$ cat config.mk
export PLATFORM = sky130hd
export DESIGN_NAME = closed_tour_length
export DESIGN_NICKNAME = d
export VERILOG_FILES = /design/src/design/ctl_pkg.sv /design/src/design/ctl_sqdist.sv /design/src/design/ctl_div10.sv /design/src/design/ctl_isqrt.sv /design/src/design/closed_tour_length.sv
export SDC_FILE = /design/constraint.sdc
export NUM_CORES = 2
export LEC_CHECK = 0
export BUFFER_PORTS_ARGS = -buffer_cell sky130_fd_sc_hd__buf_2
export CORE_ASPECT_RATIO = 0.7
export CORE_MARGIN = 3
export CORE_UTILIZATION = 25
export DETAILED_ROUTE_END_ITERATION = 8
export GPL_ROUTABILITY_DRIVEN = 0
export RECOVER_POWER = 100
export SYNTH_ARGS = -nofsm -noshare
export SYNTH_HDL_FRONTEND = slang
export SYNTH_SLANG_ARGS = --single-unit
$ cat constraint.sdc
create_clock -name i_clk -period 11.55 [get_ports i_clk]
set_input_delay 1.155 -clock i_clk [delete_from_list [all_inputs] [get_ports i_clk]]
set_output_delay 1.155 -clock i_clk [all_outputs]
set_load 0.005 [all_outputs]
$ cat src/design/ctl_pkg.sv
// shared types and constants for the closed tour length block
`default_nettype none

package ctl_pkg;

    localparam int CTL_COORD_W   = 24;
    localparam int CTL_SUM_W     = 48;
    localparam int CTL_FRAC_BITS = 8;

    // magnitude of a coordinate difference, its square sum and its root
    localparam int CTL_DIFF_W = CTL_COORD_W + 1;
    localparam int CTL_SQ_W   = 2 * CTL_DIFF_W;
    localparam int CTL_ROOT_W = CTL_SQ_W / 2;

    // att pseudo-euclidean divisor
    localparam int CTL_ATT_DIV = 10;

    localparam logic [CTL_SUM_W-1:0] CTL_SUM_MAX = '1;

    typedef enum logic {
        MODE_EUC = 1'b0,
        MODE_ATT = 1'b1
    } t_ctl_mode;

    typedef struct packed {
        logic signed [CTL_COORD_W-1:0] city_x;
        logic signed [CTL_COORD_W-1:0] city_y;
        logic                          is_final;
    } t_ctl_in;

    typedef struct packed {
        logic [CTL_SUM_W-1:0] total_length;
        logic                 overflowed;
    } t_ctl_out;

endpackage

`default_nettype wire

$ cat src/design/ctl_sqdist.sv
// squared distance unit: one shared multiplier squares dx, then dy, and the squares are summed
`default_nettype none

module ctl_sqdist #(
    parameter int CW = 24
) (
    input  wire logic                 i_clk,
    input  wire logic                 i_rst_n,
    input  wire logic                 i_start,
    input  wire logic [CW-1:0]        i_ax,
    input  wire logic [CW-1:0]        i_ay,
    input  wire logic [CW-1:0]        i_bx,
    input  wire logic [CW-1:0]        i_by,
    output logic                      o_done,
    output logic [2*CW+1:0]           o_sq
);

    typedef enum logic [1:0] {
        SQ_IDLE,
        SQ_MX,
        SQ_MY,
        SQ_SUM
    } t_sq_state;

    t_sq_state          r_state;
    logic               r_done;
    logic [CW:0]        r_dx;
    logic [CW:0]        r_dy;
    logic [2*CW+1:0]    r_prod;
    logic [2*CW+1:0]    r_acc;

    logic [CW:0]        dx_raw;
    logic [CW:0]        dy_raw;
    logic [CW:0]        dx_abs;
    logic [CW:0]        dy_abs;
    logic [CW:0]        mul_op;
    logic [2*CW+1:0]    product;

    always_comb begin
        dx_raw  = {i_bx[CW-1], i_bx} - {i_ax[CW-1], i_ax};
        dy_raw  = {i_by[CW-1], i_by} - {i_ay[CW-1], i_ay};
        // two's complement negate; the most negative difference maps to 2^CW - 1
        dx_abs  = dx_raw[CW] ? (~dx_raw + 1'b1) : dx_raw;
        dy_abs  = dy_raw[CW] ? (~dy_raw + 1'b1) : dy_raw;
        mul_op  = (r_state == SQ_MX) ? r_dx : r_dy;
        product = (2*CW+2)'(mul_op) * (2*CW+2)'(mul_op);
    end

    always_ff @(posedge i_clk) begin
        if (!i_rst_n) begin
            r_state <= SQ_IDLE;
            r_done  <= 1'b0;
        end else begin
            r_done <= 1'b0;
            case (r_state)
                SQ_IDLE: begin
                    if (i_start) begin
                        r_dx    <= dx_abs;
                        r_dy    <= dy_abs;
                        r_state <= SQ_MX;
                    end
                end
                SQ_MX: begin
                    r_prod  <= product;
                    r_state <= SQ_MY;
                end
                SQ_MY: begin
                    r_acc   <= r_prod;
                    r_prod  <= product;
                    r_state <= SQ_SUM;
                end
                SQ_SUM: begin
                    r_acc   <= r_acc + r_prod;
                    r_done  <= 1'b1;
                    r_state <= SQ_IDLE;
                end
                default: begin
                    r_state <= SQ_IDLE;
                end
            endcase
        end
    end

    assign o_done = r_done;
    assign o_sq   = r_acc;

endmodule

`default_nettype wire

$ cat src/design/ctl_div10.sv
// divider by the att constant: shift-add reciprocal estimate, then one correction step
`default_nettype none

module ctl_div10 #(
    parameter int W = 34
) (
    input  wire logic          i_clk,
    input  wire logic          i_rst_n,
    input  wire logic          i_start,
    input  wire logic [W-1:0]  i_dividend,
    output logic               o_done,
    output logic [W-1:0]       o_quot
);

    import ctl_pkg::*;

    typedef enum logic [2:0] {
        DV_IDLE,
        DV_SEED,
        DV_FOLD4,
        DV_FOLD8,
        DV_FOLD16,
        DV_FOLD32,
        DV_TIMES5,
        DV_FIX
    } t_dv_state;

    t_dv_state          r_state;
    logic               r_done;
    logic [W-1:0]       r_num;
    logic [W-1:0]       r_q;
    logic [3:0]         r_q5_lo;

    logic [W-1:0]       add_a;
    logic [W-1:0]       add_b;
    logic [W-1:0]       add_sum;
    logic [W-1:0]       q_div8;
    logic [4:0]         rem;

    always_comb begin
        q_div8 = r_q >> 3;
        // one shared adder: the estimate n * 0.8 is built by folding, then 5q
        case (r_state)
            DV_SEED: begin
                add_a = r_num >> 1;
                add_b = r_num >> 2;
            end
            DV_FOLD4: begin
                add_a = r_q;
                add_b = r_q >> 4;
            end
            DV_FOLD8: begin
                add_a = r_q;
                add_b = r_q >> 8;
            end
            DV_FOLD16: begin
                add_a = r_q;
                add_b = r_q >> 16;
            end
            DV_FOLD32: begin
                add_a = r_q;
                add_b = r_q >> 32;
            end
            DV_TIMES5: begin
                add_a = q_div8;
                add_b = q_div8 << 2;
            end
            default: begin
                add_a = '0;
                add_b = '0;
            end
        endcase
        add_sum = add_a + add_b;
        // estimate is at most one low, so n - 10q is below 20 and fits in five bits
        rem = r_num[4:0] - {r_q5_lo, 1'b0};
    end

    always_ff @(posedge i_clk) begin
        if (!i_rst_n) begin
            r_state <= DV_IDLE;
            r_done  <= 1'b0;
        end else begin
            r_done <= 1'b0;
            case (r_state)
                DV_IDLE: begin
                    if (i_start) begin
                        r_num   <= i_dividend;
                        r_state <= DV_SEED;
                    end
                end
                DV_SEED: begin
                    r_q     <= add_sum;
                    r_state <= DV_FOLD4;
                end
                DV_FOLD4: begin
                    r_q     <= add_sum;
                    r_state <= DV_FOLD8;
                end
                DV_FOLD8: begin
                    r_q     <= add_sum;
                    r_state <= DV_FOLD16;
                end
                DV_FOLD16: begin
                    r_q     <= add_sum;
                    r_state <= DV_FOLD32;
                end
                DV_FOLD32: begin
                    r_q     <= add_sum;
                    r_state <= DV_TIMES5;
                end
                DV_TIMES5: begin
                    r_q     <= q_div8;
                    r_q5_lo <= add_sum[3:0];
                    r_state <= DV_FIX;
                end
                DV_FIX: begin
                    r_q     <= r_q + W'(rem >= 5'(CTL_ATT_DIV));
                    r_done  <= 1'b1;
                    r_state <= DV_IDLE;
                end
                default: begin
                    r_state <= DV_IDLE;
                end
            endcase
        end
    end

    assign o_done = r_done;
    assign o_quot = r_q;

    a_start_idle: assert property (@(posedge i_clk) disable iff (!i_rst_n)
        i_start |-> r_state == DV_IDLE)
        else $error("divider restarted while running");

endmodule

`default_nettype wire

$ cat src/design/ctl_isqrt.sv
// iterative integer square root, one result bit per cycle
`default_nettype none

module ctl_isqrt #(
    parameter int W = 50
) (
    input  wire logic          i_clk,
    input  wire logic          i_rst_n,
    input  wire logic          i_start,
    input  wire logic [W-1:0]  i_value,
    output logic               o_done,
    output logic [W/2-1:0]     o_root,
    output logic               o_rem_nz
);

    typedef enum logic {
        RT_IDLE,
        RT_RUN
    } t_rt_state;

    t_rt_state      r_state;
    logic           r_done;
    logic [W-1:0]   r_v;
    logic [W-1:0]   r_res;
    logic [W-1:0]   r_bit;

    logic [W:0]     trial;
    logic           take;

    always_comb begin
        trial = {1'b0, r_res} + {1'b0, r_bit};
        take  = ({1'b0, r_v} >= trial);
    end

    always_ff @(posedge i_clk) begin
        if (!i_rst_n) begin
            r_state <= RT_IDLE;
            r_done  <= 1'b0;
        end else begin
            r_done <= 1'b0;
            case (r_state)
                RT_IDLE: begin
                    if (i_start) begin
                        r_v     <= i_value;
                        r_res   <= '0;
                        r_bit   <= {2'b01, {(W-2){1'b0}}};
                        r_state <= RT_RUN;
                    end
                end
                RT_RUN: begin
                    if (take) begin
                        r_v   <= r_v - trial[W-1:0];
                        r_res <= (r_res >> 1) + r_bit;
                    end else begin
                        r_res <= r_res >> 1;
                    end
                    r_bit <= r_bit >> 2;
                    if (r_bit[0]) begin
                        r_done  <= 1'b1;
                        r_state <= RT_IDLE;
                    end
                end
                default: begin
                    r_state <= RT_IDLE;
                end
            endcase
        end
    end

    assign o_done   = r_done;
    assign o_root   = r_res[W/2-1:0];
    // leftover value - root^2, nonzero when the root was rounded down
    assign o_rem_nz = |r_v;

    a_start_idle: assert property (@(posedge i_clk) disable iff (!i_rst_n)
        i_start |-> r_state == RT_IDLE)
        else $error("square root restarted while running");

    a_bit_onehot: assert property (@(posedge i_clk) disable iff (!i_rst_n)
        r_state == RT_RUN |-> $onehot(r_bit))
        else $error("square root bit marker lost");

endmodule

`default_nettype wire

$ cat src/design/closed_tour_length.sv
// closed tour length: top level with the leg sequencer and running sum
// a first city is only stored (a one-city tour goes to emit); every later city runs one leg, a final one two
// a euclidean leg runs the squared distance unit, then the bit-serial square root
// an att leg adds the shift-add divide by ten between the two
// throughput: one city at a time, the input stalls until the city's legs are summed and a final result is emitted
// reset: synchronous active-low; clears the sequencer, tour state, output valid and distance mode
`default_nettype none

module closed_tour_length #(
    parameter int FRAC_BITS = ctl_pkg::CTL_FRAC_BITS
) (
    input  wire logic              i_clk,
    input  wire logic              i_rst_n,
    input  wire logic              i_in_valid,
    output logic                   o_in_stall,
    input  wire ctl_pkg::t_ctl_in  i_in,
    output logic                   o_out_valid,
    input  wire logic              i_out_stall,
    output ctl_pkg::t_ctl_out      o_out,
    input  wire logic              i_cfg_valid,
    output logic                   o_cfg_ready,
    input  wire logic              i_cfg_data
);

    import ctl_pkg::*;

    localparam int SQ_W    = CTL_SQ_W;
    localparam int DIV_W   = (SQ_W - 2*FRAC_BITS > 5) ? (SQ_W - 2*FRAC_BITS) : 5;
    localparam int LEG_W   = CTL_ROOT_W + 1 + FRAC_BITS;
    localparam int ADD_W   = ((CTL_SUM_W > LEG_W) ? CTL_SUM_W : LEG_W) + 1;

    typedef enum logic [3:0] {
        S_IDLE,
        S_SQ_GO,
        S_SQ_WAIT,
        S_DIV_GO,
        S_DIV_WAIT,
        S_RT_GO,
        S_RT_WAIT,
        S_ADD,
        S_EMIT
    } t_state;

    t_state                   r_state;
    t_ctl_mode                r_mode;
    logic                     r_started;
    logic                     r_fin;
    logic                     r_closing;
    logic [CTL_COORD_W-1:0]   r_first_x;
    logic [CTL_COORD_W-1:0]   r_first_y;
    logic [CTL_COORD_W-1:0]   r_prev_x;
    logic [CTL_COORD_W-1:0]   r_prev_y;
    logic [CTL_COORD_W-1:0]   r_ax;
    logic [CTL_COORD_W-1:0]   r_ay;
    logic [CTL_COORD_W-1:0]   r_bx;
    logic [CTL_COORD_W-1:0]   r_by;
    logic [CTL_SUM_W-1:0]     r_sum;
    logic                     r_sat;
    logic                     r_out_valid;
    t_ctl_out                 r_out;

    logic                     in_take;
    logic                     out_free;
    logic                     sq_done;
    logic [SQ_W-1:0]          sq_val;
    logic                     div_done;
    logic [DIV_W-1:0]         div_quot;
    logic                     rt_done;
    logic [CTL_ROOT_W-1:0]    rt_root;
    logic                     rt_rem_nz;

    logic [SQ_W-1:0]          sq_shift;
    logic                     sq_low_nz;
    logic [SQ_W:0]            div_sum;
    logic [DIV_W-1:0]         div_in;
    logic [SQ_W-1:0]          rt_in;
    logic [CTL_ROOT_W:0]      root_up;
    logic [ADD_W-1:0]         leg_len;
    logic [ADD_W-1:0]         sum_ext;
    logic                     sum_over;

    assign in_take     = i_in_valid && (r_state == S_IDLE);
    assign out_free    = !r_out_valid || !i_out_stall;
    assign o_in_stall  = (r_state != S_IDLE);
    assign o_out_valid = r_out_valid;
    assign o_out       = r_out;
    assign o_cfg_ready = 1'b1;

    always_comb begin
        // att: ceil(s / (10 * 2^2F)) as ceil(ceil(s / 2^2F) / 10)
        sq_shift  = sq_val >> (2*FRAC_BITS);
        sq_low_nz = |(sq_val & ~({SQ_W{1'b1}} << (2*FRAC_BITS)));
        div_sum   = {1'b0, sq_shift} + (SQ_W+1)'(sq_low_nz) + (SQ_W+1)'(CTL_ATT_DIV - 1);
        div_in    = div_sum[DIV_W-1:0];
        rt_in     = (r_mode == MODE_ATT) ? SQ_W'(div_quot) : sq_val;
        root_up   = (CTL_ROOT_W+1)'(rt_root) + (CTL_ROOT_W+1)'(rt_rem_nz);
        leg_len   = (r_mode == MODE_ATT) ? (ADD_W'(root_up) << FRAC_BITS) : ADD_W'(rt_root);
        sum_ext   = ADD_W'(r_sum) + leg_len;
        sum_over  = (sum_ext > ADD_W'(CTL_SUM_MAX));
    end

    ctl_sqdist #(
        .CW (CTL_COORD_W)
    ) u_sqdist (
        .i_clk   (i_clk),
        .i_rst_n (i_rst_n),
        .i_start (r_state == S_SQ_GO),
        .i_ax    (r_ax),
        .i_ay    (r_ay),
        .i_bx    (r_bx),
        .i_by    (r_by),
        .o_done  (sq_done),
        .o_sq    (sq_val)
    );

    ctl_div10 #(
        .W (DIV_W)
    ) u_div10 (
        .i_clk      (i_clk),
        .i_rst_n    (i_rst_n),
        .i_start    (r_state == S_DIV_GO),
        .i_dividend (div_in),
        .o_done     (div_done),
        .o_quot     (div_quot)
    );

    ctl_isqrt #(
        .W (SQ_W)
    ) u_isqrt (
        .i_clk    (i_clk),
        .i_rst_n  (i_rst_n),
        .i_start  (r_state == S_RT_GO),
        .i_value  (rt_in),
        .o_done   (rt_done),
        .o_root   (rt_root),
        .o_rem_nz (rt_rem_nz)
    );

    always_ff @(posedge i_clk) begin
        if (!i_rst_n) begin
            r_state     <= S_IDLE;
            r_mode      <= MODE_EUC;
            r_started   <= 1'b0;
            r_sum       <= '0;
            r_sat       <= 1'b0;
            r_out_valid <= 1'b0;
        end else begin
            if (i_cfg_valid && o_cfg_ready) begin
                r_mode <= t_ctl_mode'(i_cfg_data);
            end
            // the emit step reloads the output register itself
            if (r_out_valid && !i_out_stall && (r_state != S_EMIT)) begin
                r_out_valid <= 1'b0;
            end

            case (r_state)
                S_IDLE: begin
                    if (in_take) begin
                        r_prev_x <= i_in.city_x;
                        r_prev_y <= i_in.city_y;
                        r_fin    <= i_in.is_final;
                        if (!r_started) begin
                            // first city: closing leg of a one-city tour is zero
                            r_first_x <= i_in.city_x;
                            r_first_y <= i_in.city_y;
                            r_sum     <= '0;
                            r_sat     <= 1'b0;
                            r_started <= 1'b1;
                            if (i_in.is_final) begin
                                r_state <= S_EMIT;
                            end
                        end else begin
                            r_ax      <= r_prev_x;
                            r_ay      <= r_prev_y;
                            r_bx      <= i_in.city_x;
                            r_by      <= i_in.city_y;
                            r_closing <= 1'b0;
                            r_state   <= S_SQ_GO;
                        end
                    end
                end
                S_SQ_GO: begin
                    r_state <= S_SQ_WAIT;
                end
                S_SQ_WAIT: begin
                    if (sq_done) begin
                        r_state <= (r_mode == MODE_ATT) ? S_DIV_GO : S_RT_GO;
                    end
                end
                S_DIV_GO: begin
                    r_state <= S_DIV_WAIT;
                end
                S_DIV_WAIT: begin
                    if (div_done) begin
                        r_state <= S_RT_GO;
                    end
                end
                S_RT_GO: begin
                    r_state <= S_RT_WAIT;
                end
                S_RT_WAIT: begin
                    if (rt_done) begin
                        r_state <= S_ADD;
                    end
                end
                S_ADD: begin
                    if (sum_over) begin
                        r_sum <= CTL_SUM_MAX;
                        r_sat <= 1'b1;
                    end else begin
                        r_sum <= sum_ext[CTL_SUM_W-1:0];
                    end
                    if (r_fin && !r_closing) begin
                        // closing leg from the last city back to the first
                        r_ax      <= r_prev_x;
                        r_ay      <= r_prev_y;
                        r_bx      <= r_first_x;
                        r_by      <= r_first_y;
                        r_closing <= 1'b1;
                        r_state   <= S_SQ_GO;
                    end else if (r_fin) begin
                        r_state <= S_EMIT;
                    end else begin
                        r_state <= S_IDLE;
                    end
                end
                S_EMIT: begin
                    if (out_free) begin
                        r_out.total_length <= r_sum;
                        r_out.overflowed   <= r_sat;
                        r_out_valid        <= 1'b1;
                        r_first_x          <= '0;
                        r_first_y          <= '0;
                        r_prev_x           <= '0;
                        r_prev_y           <= '0;
                        r_sum              <= '0;
                        r_sat              <= 1'b0;
                        r_started          <= 1'b0;
                        r_state            <= S_IDLE;
                    end
                end
                default: begin
                    r_state <= S_IDLE;
                end
            endcase
        end
    end

    a_sat_pinned: assert property (@(posedge i_clk) disable iff (!i_rst_n)
        r_sat |-> r_sum == CTL_SUM_MAX)
        else $error("saturation flag set with sum below maximum");

    a_idle_tour_clear: assert property (@(posedge i_clk) disable iff (!i_rst_n)
        !r_started |-> (r_sum == '0) && !r_sat)
        else $error("tour state left over with no tour started");

    a_emit_source: assert property (@(posedge i_clk) disable iff (!i_rst_n)
        $rose(r_out_valid) |-> $past(r_state) == S_EMIT)
        else $error("result raised outside the emit step");

endmodule

`default_nettype wire
==> results.sh <==
export IMPL_outcome="complete, but fails checks"
export IMPL_violations="capacitance limit, slew limit"
export IMPL_synth_top_family_by_area="adder cells"
export IMPL_wirelength_mm=178.0
export IMPL_synth_edf_count=588
export IMPL_synth_fa_ha_area_share_pct=24.67
export IMPL_synth_seq_area_share_pct=30.71
export IMPL_core_area_mm2=0.2437
export IMPL_critPathMaxFanout=29
export IMPL_initial_core_util_pct=25.33
export IMPL_placement_io_buffers=105
export IMPL_finalClockSkew_ns=0.05129
export IMPL_cts_hold_buf=0
export IMPL_area_growth_pct=9.387
export IMPL_ys_flop_type="edfxtp_1"
export IMPL_final_hold_viol_count=0
export IMPL_synthXorXnorAreaFrac_pct=6.228
export IMPL_final_common_cell="inv_1"
export IMPL_yosys_warnings=0
export IMPL_grt_usage_pct=13.77
export IMPL_avgSynthCellArea_um2=9.322
export IMPL_cts_tree="done"
export IMPL_slew_violations=1140
export IMPL_synth_compound_area_share_pct=14.68
export IMPL_end_kind="flip-flop"
export IMPL_layout_common_cells="840 x inv_1, 743 x nand2_1, 588 x edfxtp_1, 472 x fa_1, 471 x nor2_1"
export IMPL_cts_resized=0
export IMPL_period_needed_ns=10.39
export IMPL_cpPeakStageDelay_ns=0.90
export IMPL_antenna_found_initial=6
export IMPL_first_global_vias=46620
export IMPL_synth_cells=6623
export IMPL_setup_viol=0
export IMPL_drive_gt1_share_pct=5.017
export IMPL_worstSkewPairLatency_ns=0.65
export IMPL_numCtsBuffers=66
export IMPL_cts_sinks=653
export IMPL_fin_nets=7532
export IMPL_ys_async_sr_fraction_pct=0
export IMPL_die_area_mm2=0.2531
export IMPL_worst_slew_pin_slew_ns=4.016
export IMPL_crit_arrival_ns=10.75
export IMPL_fmax_mhz=96.28
export IMPL_critPathSlowestCell="clkbuf_1"
export IMPL_fp_dieW_um=600.0
export IMPL_crit_path_start_kind="flip-flop"
export IMPL_drt_pass1_iterations=6
export IMPL_drc=0
export IMPL_via_per_inst=4.932
export IMPL_grt_start_max_net_pins=93
export IMPL_grt_overflow=0
export IMPL_cp_required_ns=11.91
export IMPL_yosys_area_share_simple_pct=14.08
export IMPL_critPathKind="flip-flop to flip-flop"
export IMPL_vias=48390
export IMPL_syn_area_mm2=0.06174
export IMPL_wl_per_cell_um=18.14
export IMPL_htree_num_levels=3
export IMPL_relSlewSlack_pct=-167.7
export IMPL_grt_pass1_wl_mm=277.7
export IMPL_syn_nets=7612
export IMPL_ys_seq_elements=653
export IMPL_io_pins=107
export IMPL_rsz0062_at_grt="false"
export IMPL_clkTransAtPathRegs_ns=0.07
export IMPL_die_y_um=421.8
export IMPL_hold_path_class="flip-flop to flip-flop"
export IMPL_post_route_period_util_pct=89.92
export IMPL_ant_nets=0
export IMPL_num_rows=151
export IMPL_cts_setup_buffers=0
export IMPL_hpwl_mm=139.7
export IMPL_cts_buffer_depth=3
export IMPL_root_buffer="clkbuf_16"
export IMPL_synth_mux_area_share_pct=2.570
export IMPL_tns_ns=0
export IMPL_cap_violations=22
export IMPL_drt_iter0_markers=4873
export IMPL_netlist_cell_type_count=94
==> stage by stage <==
step                setup slack (ns)  instances  util [%]  hold WS [ns]  instance area, um^2
CTS                            1.604       9810     27.83        0.4209                67830
global route                  0.5771       9810     27.71        0.4249                67530
detailed placement             1.637       9688     26.91        0.4056                65580
finish                         1.164       9811     27.71        0.4163                67530
global placement               2.008       9688     26.91        0.4029                65580
floorplan                      3.070       6623         -        0.4003                61740
==> area by class of cell <==
class                           count  area (um^2)
Tap cell                         3213         4020
Timing Repair Buffer              154        772.0
Multi-Input combinational cell   4818        38340
Sequential cell                   653        18970
Clock inverter                     43        499.2
Antenna cell                        1        2.502
Fill cell                       25620       176200
Inverter                          850         3191
Clock buffer                       79         1742
==> critical path: cells and delay by family, from the launching register on <==
kind	cells	cell delay, ns
simple gates	4	1.01
fa+ha+maj	9	3.96
compound gates	6	2.29
mux	1	0.28
xor+xnor	1	0.13
flops	1	0.33
buf+inv	8	2.05
==> synthesized netlist by cell type, types with 27 or more instances <==
cell        n  area (um^2)
o21bai_1   60        450.4
o31ai_1    27        202.7
and3_1     70        437.9
o21ai_0   290         1451
nor3_1     66        330.3
clkbuf_1  261        979.7
o21a_1     28        210.2
and2_1     55        344.1
nor2_1    472         1772
edfxtp_1  588        17660
nand2_1   743         2789
mux2i_1    82        820.8
a211oi_1   56        420.4
nand2b_1   52        325.3
nand4_1    61        381.6
ha_1      462         5781
xor2_1    174         1524
nand3_1   146        730.7
nor2b_1   115        719.4
a21boi_0   37        277.8
fa_1      472         9449
xnor2_1   265         2321
a21o_1    192         1441
a21oi_1   359         1797
dfxtp_1    65         1301
mux2_2     68        765.7
a31oi_1   106        663.1
inv_1     841         3157
or3_1      31        193.9
==> cells by family after synthesis <==
| kind of cell | count (synthesis) |
|---|---|
| adders and majority gates | 934 |
| xor gates and xnor gates | 439 |
| DFF | 653 |
| buffers and inverters | 1152 |
| AOI/OAI and AO/OA | 1394 |
| muxes | 150 |
| and+or+nand+nor | 1900 |
| other | 1 |
==> worst paths after layout <==
| path | start | endpoint | slack, ns | cells after the start |
|---|---|---|---|---|
| worst max register to register | u_sqdist.r_state[1] | u_sqdist.r_prod[47] | 1.16 | 29 |
| worst max-delay path | u_sqdist.r_state[1] | u_sqdist.r_prod[47] | 1.16 | 29 |
| worst min register to register | r_prev_y[20] | r_ay[20] | 0.42 | 0 |
| worst min-delay path | r_prev_y[20] | r_ay[20] | 0.42 | 0 |
==> per-layer routing <==
| metal | wire length, um | GRT usage, % |
|---|---|---|
| met3 | 17470 | 3.193 |
| met1 | 86080 | 21.48 |
| met5 | 9 | 0 |
| met2 | 70660 | 18.86 |
| met4 | 3760 | 2.926 |
==> registers in the layout, indices dropped and copies added (netlist names), 4 cells and up <==
name,cells
u_isqrt.r_bit,25
r_prev_y,24
r_ay,24
r_state,4
u_div10.r_num,33
r_sum,48
u_sqdist.r_prod,49
u_div10.r_q5_lo,4
r_ax,24
r_prev_x,24
u_sqdist.r_dy,25
u_isqrt.r_res,50
r_by,24
r_first_y,24
r_first_x,24
r_bx,24
u_sqdist.o_sq,50
u_isqrt.r_v,50
u_sqdist.r_dx,25
u_div10.o_quot,34
o_out,49
Power is not shown: default switching activity piles up to over one toggle a cycle in this logic, so the estimate is an artifact.
